===== config.mk =====
export PLATFORM = sky130hd
export DESIGN_NAME = ostep_phase
export DESIGN_NICKNAME = d
export VERILOG_FILES = /design/src/rtl/ostep_pkg.sv /design/src/rtl/ostep_phase.sv
export SDC_FILE = /design/constraint.sdc
export NUM_CORES = 1
export LEC_CHECK = 0
export BUFFER_PORTS_ARGS = -buffer_cell sky130_fd_sc_hd__buf_4
export CORE_MARGIN = 3
export CORE_UTILIZATION = 45
export CTS_BUF_LIST = sky130_fd_sc_hd__clkbuf_8
export DETAILED_ROUTE_END_ITERATION = 16
export PLACE_DENSITY = 0.7
export SYNTH_ARGS = -nofsm -noshare
export SYNTH_HDL_FRONTEND = slang
export SYNTH_SLANG_ARGS = --single-unit

===== constraint.sdc =====
create_clock -name clk -period 8.1 [get_ports clk]
set_input_delay 1.215 -clock clk [delete_from_list [all_inputs] [get_ports clk]]
set_output_delay 1.215 -clock clk [all_outputs]
set_load 0.03 [all_outputs]

===== src/rtl/ostep_pkg.sv =====
// ----------------------------------------------------------------------------
// ostep_pkg
// Shared types and constants of the one-shot table envelope player: request
// op codes, register indexes, field widths and default parameter values.
// ----------------------------------------------------------------------------
package ostep_pkg;

  localparam int TABLE_DEPTH_DEF   = 1024;
  localparam int FRACTION_BITS_DEF = 16;

  localparam int STEP_W    = 26;
  localparam int LAST_W    = 10;
  localparam int VALUE_W   = 16;
  localparam int LEFT_W    = 10;
  localparam int LEVEL_W   = 15;
  localparam int OP_W      = 2;
  localparam int CFG_IDX_W = 2;

  localparam logic [STEP_W-1:0] PHASE_STEP_RST = STEP_W'(65536);
  localparam logic [LAST_W-1:0] LAST_INDEX_RST = LAST_W'(1023);
  localparam int                LEVEL_ONE      = 16384;

  typedef enum logic [OP_W-1:0] {
    OP_TICK    = 2'd0,
    OP_WRITE   = 2'd1,
    OP_RESTART = 2'd2,
    OP_CLOSE   = 2'd3
  } op_t;

  localparam logic [CFG_IDX_W-1:0] REG_PHASE_STEP = 2'd0;
  localparam logic [CFG_IDX_W-1:0] REG_LAST_INDEX = 2'd1;

  typedef struct packed {
    logic fire;
    logic wrapped;
  } tick_ctl_t;

endpackage


===== src/rtl/ostep_phase.sv =====
// ----------------------------------------------------------------------------
// ostep_phase
// Phase accumulator, write pointer and read index generation. Decodes each
// accepted request, updates phase and pointer, and issues table accesses.
// ----------------------------------------------------------------------------
module ostep_phase
  import ostep_pkg::*;
#(
  parameter int TABLE_DEPTH   = TABLE_DEPTH_DEF,
  parameter int FRACTION_BITS = FRACTION_BITS_DEF,
  localparam int IDX_W        = (TABLE_DEPTH > 1) ? $clog2(TABLE_DEPTH) : 1
) (
  input  logic                     clk,
  input  logic                     rst_n,
  input  logic                     req_fire,
  input  logic [OP_W-1:0]          req_op,
  input  logic [VALUE_W-1:0]       req_value,
  input  logic [LEFT_W-1:0]        req_left,
  input  logic [STEP_W-1:0]        phase_step,
  input  logic [LAST_W-1:0]        last_index,
  output logic                     wr_en,
  output logic [IDX_W-1:0]         wr_addr,
  output logic [VALUE_W-1:0]       wr_data,
  output logic [IDX_W-1:0]         rd_addr0,
  output logic [IDX_W-1:0]         rd_addr1,
  output logic [FRACTION_BITS-1:0] frac,
  output tick_ctl_t                tick_ctl
);

  localparam int PH_W   = LAST_W + FRACTION_BITS;
  localparam int NEXT_W = ((PH_W > STEP_W) ? PH_W : STEP_W) + 1;
  localparam int CMP_W  = (IDX_W > LAST_W) ? IDX_W : LAST_W;
  localparam logic [CMP_W-1:0] DEPTH_M1 = CMP_W'(TABLE_DEPTH - 1);
  localparam logic [IDX_W-1:0] WP_LAST  = IDX_W'(TABLE_DEPTH - 1);

  logic [PH_W-1:0]   phase_r, phase_nxt;
  logic [IDX_W-1:0]  wp_r, wp_nxt;
  op_t               op;
  logic [CMP_W-1:0]  last_ext, eff_wide, idx0_ext, idx1_ext;
  logic [LAST_W-1:0] eff_last, i0_raw, i0, i1, close_dist;
  logic [LAST_W:0]   i1_sum;
  logic [NEXT_W-1:0] next_phase, limit;
  logic              wrap;

  assign op = op_t'(req_op);

  always_comb begin
    last_ext   = CMP_W'(last_index);
    eff_wide   = (last_ext > DEPTH_M1) ? DEPTH_M1 : last_ext;
    eff_last   = eff_wide[LAST_W-1:0];

    i0_raw     = phase_r[PH_W-1:FRACTION_BITS];
    i0         = (i0_raw > eff_last) ? eff_last : i0_raw;
    i1_sum     = {1'b0, i0} + 1'b1;
    i1         = (i1_sum > {1'b0, eff_last}) ? eff_last : i1_sum[LAST_W-1:0];
    idx0_ext   = CMP_W'(i0);
    idx1_ext   = CMP_W'(i1);

    next_phase = NEXT_W'(phase_r) + NEXT_W'(phase_step);
    limit      = NEXT_W'(eff_last) << FRACTION_BITS;
    wrap       = next_phase > limit;
    close_dist = eff_last - req_left;
  end

  always_comb begin
    phase_nxt = phase_r;
    wp_nxt    = wp_r;
    if (req_fire) begin
      case (op)
        OP_TICK:    phase_nxt = wrap ? '0 : next_phase[PH_W-1:0];
        OP_WRITE:   wp_nxt = (wp_r == WP_LAST) ? '0 : wp_r + 1'b1;
        OP_RESTART: wp_nxt = '0;
        OP_CLOSE:   phase_nxt = (req_left >= eff_last) ? '0
                                : PH_W'(close_dist) << FRACTION_BITS;
        default:    phase_nxt = phase_r;
      endcase
    end
  end

  always_ff @(posedge clk) begin
    if (!rst_n) begin
      phase_r <= '0;
      wp_r    <= '0;
    end else begin
      phase_r <= phase_nxt;
      wp_r    <= wp_nxt;
    end
  end

  assign wr_en            = req_fire && (op == OP_WRITE);
  assign wr_addr          = wp_r;
  assign wr_data          = req_value;
  assign rd_addr0         = idx0_ext[IDX_W-1:0];
  assign rd_addr1         = idx1_ext[IDX_W-1:0];
  assign frac             = phase_r[FRACTION_BITS-1:0];
  assign tick_ctl.fire    = req_fire && (op == OP_TICK);
  assign tick_ctl.wrapped = wrap;

endmodule


# Word-level counts from Yosys, hierarchy flattened
# Cells that the tools add are included.
# classes
n_addsub	4
n_lt_le_gt_ge	5
eq_ne	4
muxes	8
reduce_logical	7
# op_table
op	count
26-bit 2-to-1 mux	2
26-bit one-hot mux with 2 select lines	1
10-bit 2-to-1 mux	4
26-bit by 26-bit adder with 27-bit output	1
27-bit by 26-bit greater-than comparator with 1-bit output	1
10-bit one-hot mux with 2 select lines	1
10-bit by 1-bit adder with 11-bit output (second input constant)	1
11-bit by 10-bit greater-than comparator with 1-bit output	1
10-bit by 1-bit adder with 10-bit output (second input constant)	1
10-bit equality test (second input constant)	1
10-bit >= comparator	1
10-bit greater-than comparator	1
10-bit greater-than comparator (second input constant)	1
10-bit subtractor	1
2-bit equality test (second input constant)	2
2-bit AND reduction	2
2-bit nonzero test	2
2-bit by 1-bit equality test with 1-bit output (second input constant)	1
1-bit logical AND	2
2-bit zero test	1
# word_totals
register_bits	36
input_bits	67
out_inout_bits	65
wordCells	30

# Logic depth before layout (Yosys ltp)
# logic_depth
ltp_word	7
mapped_depth	24
ltp_nobuf	21

# Worst setup path after synthesis
# OpenSTA, ideal clock, no wires.
# synth_timing
kind	input to output
from	in last_index[3]
to	out rd_addr1[0]
arrival_time_ns	6.344
required_time_ns	6.885
path_slack_ns	0.541
cell_stages	22
n_path_buf	3
path_cell_list	inv_1 > ha_1 > a21o_1 > a21o_1 > a21oi_1 > o211a_1 > a31oi_1 > clkbuf_1 > buf_1 > o21ai_0 > ha_1 > nand3_1 > nor2_1 > mux2i_1 > xor2_1 > ha_1 > a211oi_1 > nand2_1 > o21ai_0 > o31a_1 > clkbuf_1 > mux2i_1
# synth_via
elab_chain_len	7
# synth_lines
item	line_no	text
start: declaration	ostep_phase.sv:20	input logic [LAST_W-1:0] last_index,
10-bit greater-than comparator	ostep_phase.sv:49	eff_wide = (last_ext > DEPTH_M1) ? DEPTH_M1 : last_ext;
10-bit 2-to-1 mux (*)	ostep_phase.sv:49	
10-bit greater-than comparator	ostep_phase.sv:53	i0 = (i0_raw > eff_last) ? eff_last : i0_raw;
10-bit 2-to-1 mux (*)	ostep_phase.sv:53	
named net rd_addr0[0]	ostep_phase.sv:24	output logic [IDX_W-1:0] rd_addr0,
10-bit by 1-bit adder with 11-bit output (*)	ostep_phase.sv:54	i1_sum = {1'b0, i0} + 1'b1;
11-bit by 10-bit greater-than comparator with 1-bit output	ostep_phase.sv:55	i1 = (i1_sum > {1'b0, eff_last}) ? eff_last : i1_sum[LAST_W-1:0];
10-bit 2-to-1 mux (*)	ostep_phase.sv:55	
end: declaration	ostep_phase.sv:25	output logic [IDX_W-1:0] rd_addr1,
# The timed path passes the listed nets; every way through them passes the cells marked *.

==> results.cfg <==
[detailed_routing]
via_count = 4783
met1_length_um = 6370
routed.top_layer = met4
wl_met2_um = 6460
viasPerCell = 5.87
drtAntennaViolNets = 0
wl_per_cell_um = 17.2
drc = 0
drt_first_iter_violations = 320
drt_first_pass_iters = 7
routed_wl_um = 14000
route.met3.wl_um = 981

[layout]
fill_cells = 999
areaGrowthSynthToFinish_pct = 14.9
fin_area_um2 = 5650
num-nets-final = 819
n_antenna_cell = 0
regArea_um2 = 721
drive_gt1_share_pct = 21.4
multi_input_area_um2 = 3700

[floorplan]
die_h_um = 111
std_cell_rows = 37
io_pins = 132
die_w_um = 111
initial_utilization_pct = 47.0
die-area_um2 = 12200
core_area_um2 = 10500

[cts]
clk_latency_ns = 0.29
clock_sinks = 36
postCtsSetupRepairBufs = 0
htree_levels = 2
ctsResizeCount = 0
cts_made_buffers = 5
tritoncts = built
clk_path_buf_depth = 2
root_buffer = clkbuf_8
hold_buffers = 0
cts.clk_slew.worst_paths_ns = 0.08

[pwr]
clkPwrFrac_pct = 24.3
finalPower_mw = 0.933
seqPwrFrac_pct = 22.1
leakage_nw = 2.75
vdd_drop_max_mv = 0.0720
switching_share_pct = 41.0
powerDensity_nw_per_um2 = 165
p_sw_mw = 0.382
comb_power_share_pct = 53.5
p_int_mw = 0.551

[synthesis]
synth-compound-area-share_pct = 23.5
synth-simple-area-share_pct = 19.4
yosysWarnings = 0
synth.distinct_cells = 73
synth_edf_count = 0
syn-num-nets = 768
synth_top_family_by_area = compound AO/OA/AOI/OAI gates
avgSynthCellArea_um2 = 7.84
async_flop_share_pct = 0
syn-instance-count = 627
synth_area_um2 = 4920
synthFlopType = dfxtp_1
synthMuxAreaShare_pct = 5.47
synth_seq_cells = 36
yosysSeqAreaShare_pct = 14.7
yosys.area_share.adder_pct = 19.1
synthXorXnorAreaFrac_pct = 7.66

[timing]
fin_tns_setup_ns = 0
fin_crit_ns = 7.61
rsz0062_at_grt = no
tightest_slew_ns = 0.845
finalCritPeriodShare_pct = 93.9
hold_violations = 0
setup_viol = 0
slew_headroom_pct = 42.9
timing.final.max_slew_violations = 0
setup_slack_ns = 0.493
fmax_mhz = 131
fin_skew_ns = 0.00331

[placement]
port_buffers = 99
pre_cts_ws_ns = 0.583
dp_hpwl_um = 11300
gp_congestion = 0.874
placedInstanceArea_um2 = 5490

[critical_path]
start_kind = primary input
worstPathArrival_ns = 6.39
reg2reg_from = phase_r[0]$_SDFFE_PN0P_
crit_end = tick_ctl[0]
setup.worst_path.class = primary input to primary output
timing.rr.end = phase_r[5]$_SDFFE_PN0P_
rrSetupSlack_ns = 2.28
required_ns = 6.88
critical_path.max_fanout = 5
crit_start = phase_step[0]
end_kind = primary output
reg2reg_depth = 20

[run]
max_cap_violations = 0

[global_routing]
antenna_found_initial = 0
grt.total_usage_pct = 21.7
grt-ovfl-total = 0
grt_pass1_wl_um = 22400
grt_pass1_vias = 4605
grt_start_max_net_pins = 22

[min_path]
hold_class = register to register
whs_path_depth = 2

[outcome]
outcome = complete, no violations
Yosys cell counts (all sizes together), types with 4 or more instances:
library cell | instances | share of area (%)
a22o | 17 | 3.1
and3 | 6 | 0.76
xor2 | 21 | 3.7
o21ai | 34 | 3.7
nor2 | 46 | 3.7
mux2i | 10 | 2.0
nand2 | 41 | 3.1
and2 | 6 | 0.76
o211ai | 7 | 1.1
nand2b | 9 | 1.1
dfxtp | 36 | 15
buf | 37 | 5.6
nand4 | 16 | 2.0
mux2 | 15 | 3.4
inv | 38 | 2.9
a211oi | 6 | 1.0
a31oi | 7 | 0.89
a21o | 20 | 3.1
ha | 72 | 18
nand3 | 18 | 1.8
clkbuf | 19 | 1.5
o21a | 4 | 0.64
a21oi | 54 | 5.5
nor2b | 5 | 0.64
nor3 | 10 | 1.0
xnor2 | 22 | 3.9
worst max-delay path, stage by stage:
cell      delay (ns)
buf_4           0.11
ha_1            0.23
fa_1            0.42
a21o_1          0.20
a311o_1         0.41
a2111o_1        0.42
nand3_1         0.15
a21o_1          0.20
nor3_1          0.07
a31oi_1         0.20
nand2_1         0.12
ha_1            0.34
and3_1          0.19
nor4b_1         0.26
o211ai_1        0.12
or4_1           0.41
or4_4           0.45
nor4b_4         0.41
o21ai_0         0.23
buf_4           0.23
cells in the final DEF, fill, tap and decap left out, types with 5 or more instances in the layout:
cell / instances
a211oi_1: 5
a21o_1: 19
a21oi_1: 54
a22o_1: 16
a31oi_1: 6
and2_1: 6
and3_1: 6
buf_4: 101
clkbuf_8: 5
dfxtp_1: 36
ha_1: 72
inv_1: 38
mux2_2: 15
mux2i_1: 10
nand2_1: 41
nand2b_1: 9
nand3_1: 18
nand4_1: 16
nor2_1: 44
nor2b_1: 5
nor3_1: 10
o211ai_1: 7
o21ai_0: 33
xnor2_1: 22
xor2_1: 21
area by class of cell:
class                   count  share of cell area [%]
repair buffers            101                    13.4
multi-input cells         496                    65.5
clock inverters             3                    1.59
flip-flops and latches     36                    12.8
well taps                 136                    3.01
clock buffers               5                    1.22
inverters                  38                    2.52
layer usage:
metal	track usage, %	up-vias
met5	0	-
met4	4.02	0
met3	3.95	21
met2	35.6	180
met1	29.8	2248
li1	-	2334
kinds of logic (layout without fill, tap and decap cells):
family          Yosys count  after routing
simple gates            180            180
compound gates          174            174
buf+inv                  95            147
fa+ha+maj                74             74
xor+xnor                 43             43
flops                    36             36
mux                      25             25
power groups by stage:
stage	combinational, mW	clock [mW]	sequential (mW)
finish	0.500	0.227	0.207
global route	0.544	0.235	0.208
CTS	0.495	0.228	0.206
detailed placement	0.491	0	0.210
global placement	0.481	0	0.210
floorplan	0.376	0	0.204
through the flow:
| step | utilization (%) | cells | hold WS (ns) |
|---|---|---|---|
| 2_1_floorplan | - | 627 | 0.453 |
| 3_3_place_gp | 52.5 | 807 | 0.484 |
| 3_5_place_dp | 52.5 | 807 | 0.491 |
| 4_1_cts | 54.0 | 815 | 0.503 |
| 5_1_grt | 54.0 | 815 | 0.536 |
| 6_report | 54.0 | 815 | 0.498 |
sequential cells by signal (all words and copies together), names as in the netlist:
name     flops
wr_addr     10
phase_r     26
how the worst min path moves through the flow:
stage,from,slack [ns],end
2_1_floorplan,phase_r[9]$_SDFFE_PN0P_,0.45,phase_r[9]$_SDFFE_PN0P_
3_3_place_gp,phase_r[9]$_SDFFE_PN0P_,0.48,phase_r[9]$_SDFFE_PN0P_
3_5_place_dp,phase_r[9]$_SDFFE_PN0P_,0.49,phase_r[9]$_SDFFE_PN0P_
4_1_cts,phase_r[9]$_SDFFE_PN0P_,0.50,phase_r[9]$_SDFFE_PN0P_
5_1_grt,phase_r[9]$_SDFFE_PN0P_,0.54,phase_r[9]$_SDFFE_PN0P_
6_report,phase_r[9]$_SDFFE_PN0P_,0.50,phase_r[9]$_SDFFE_PN0P_
Note: power is estimated with default switching activity, not from simulation.
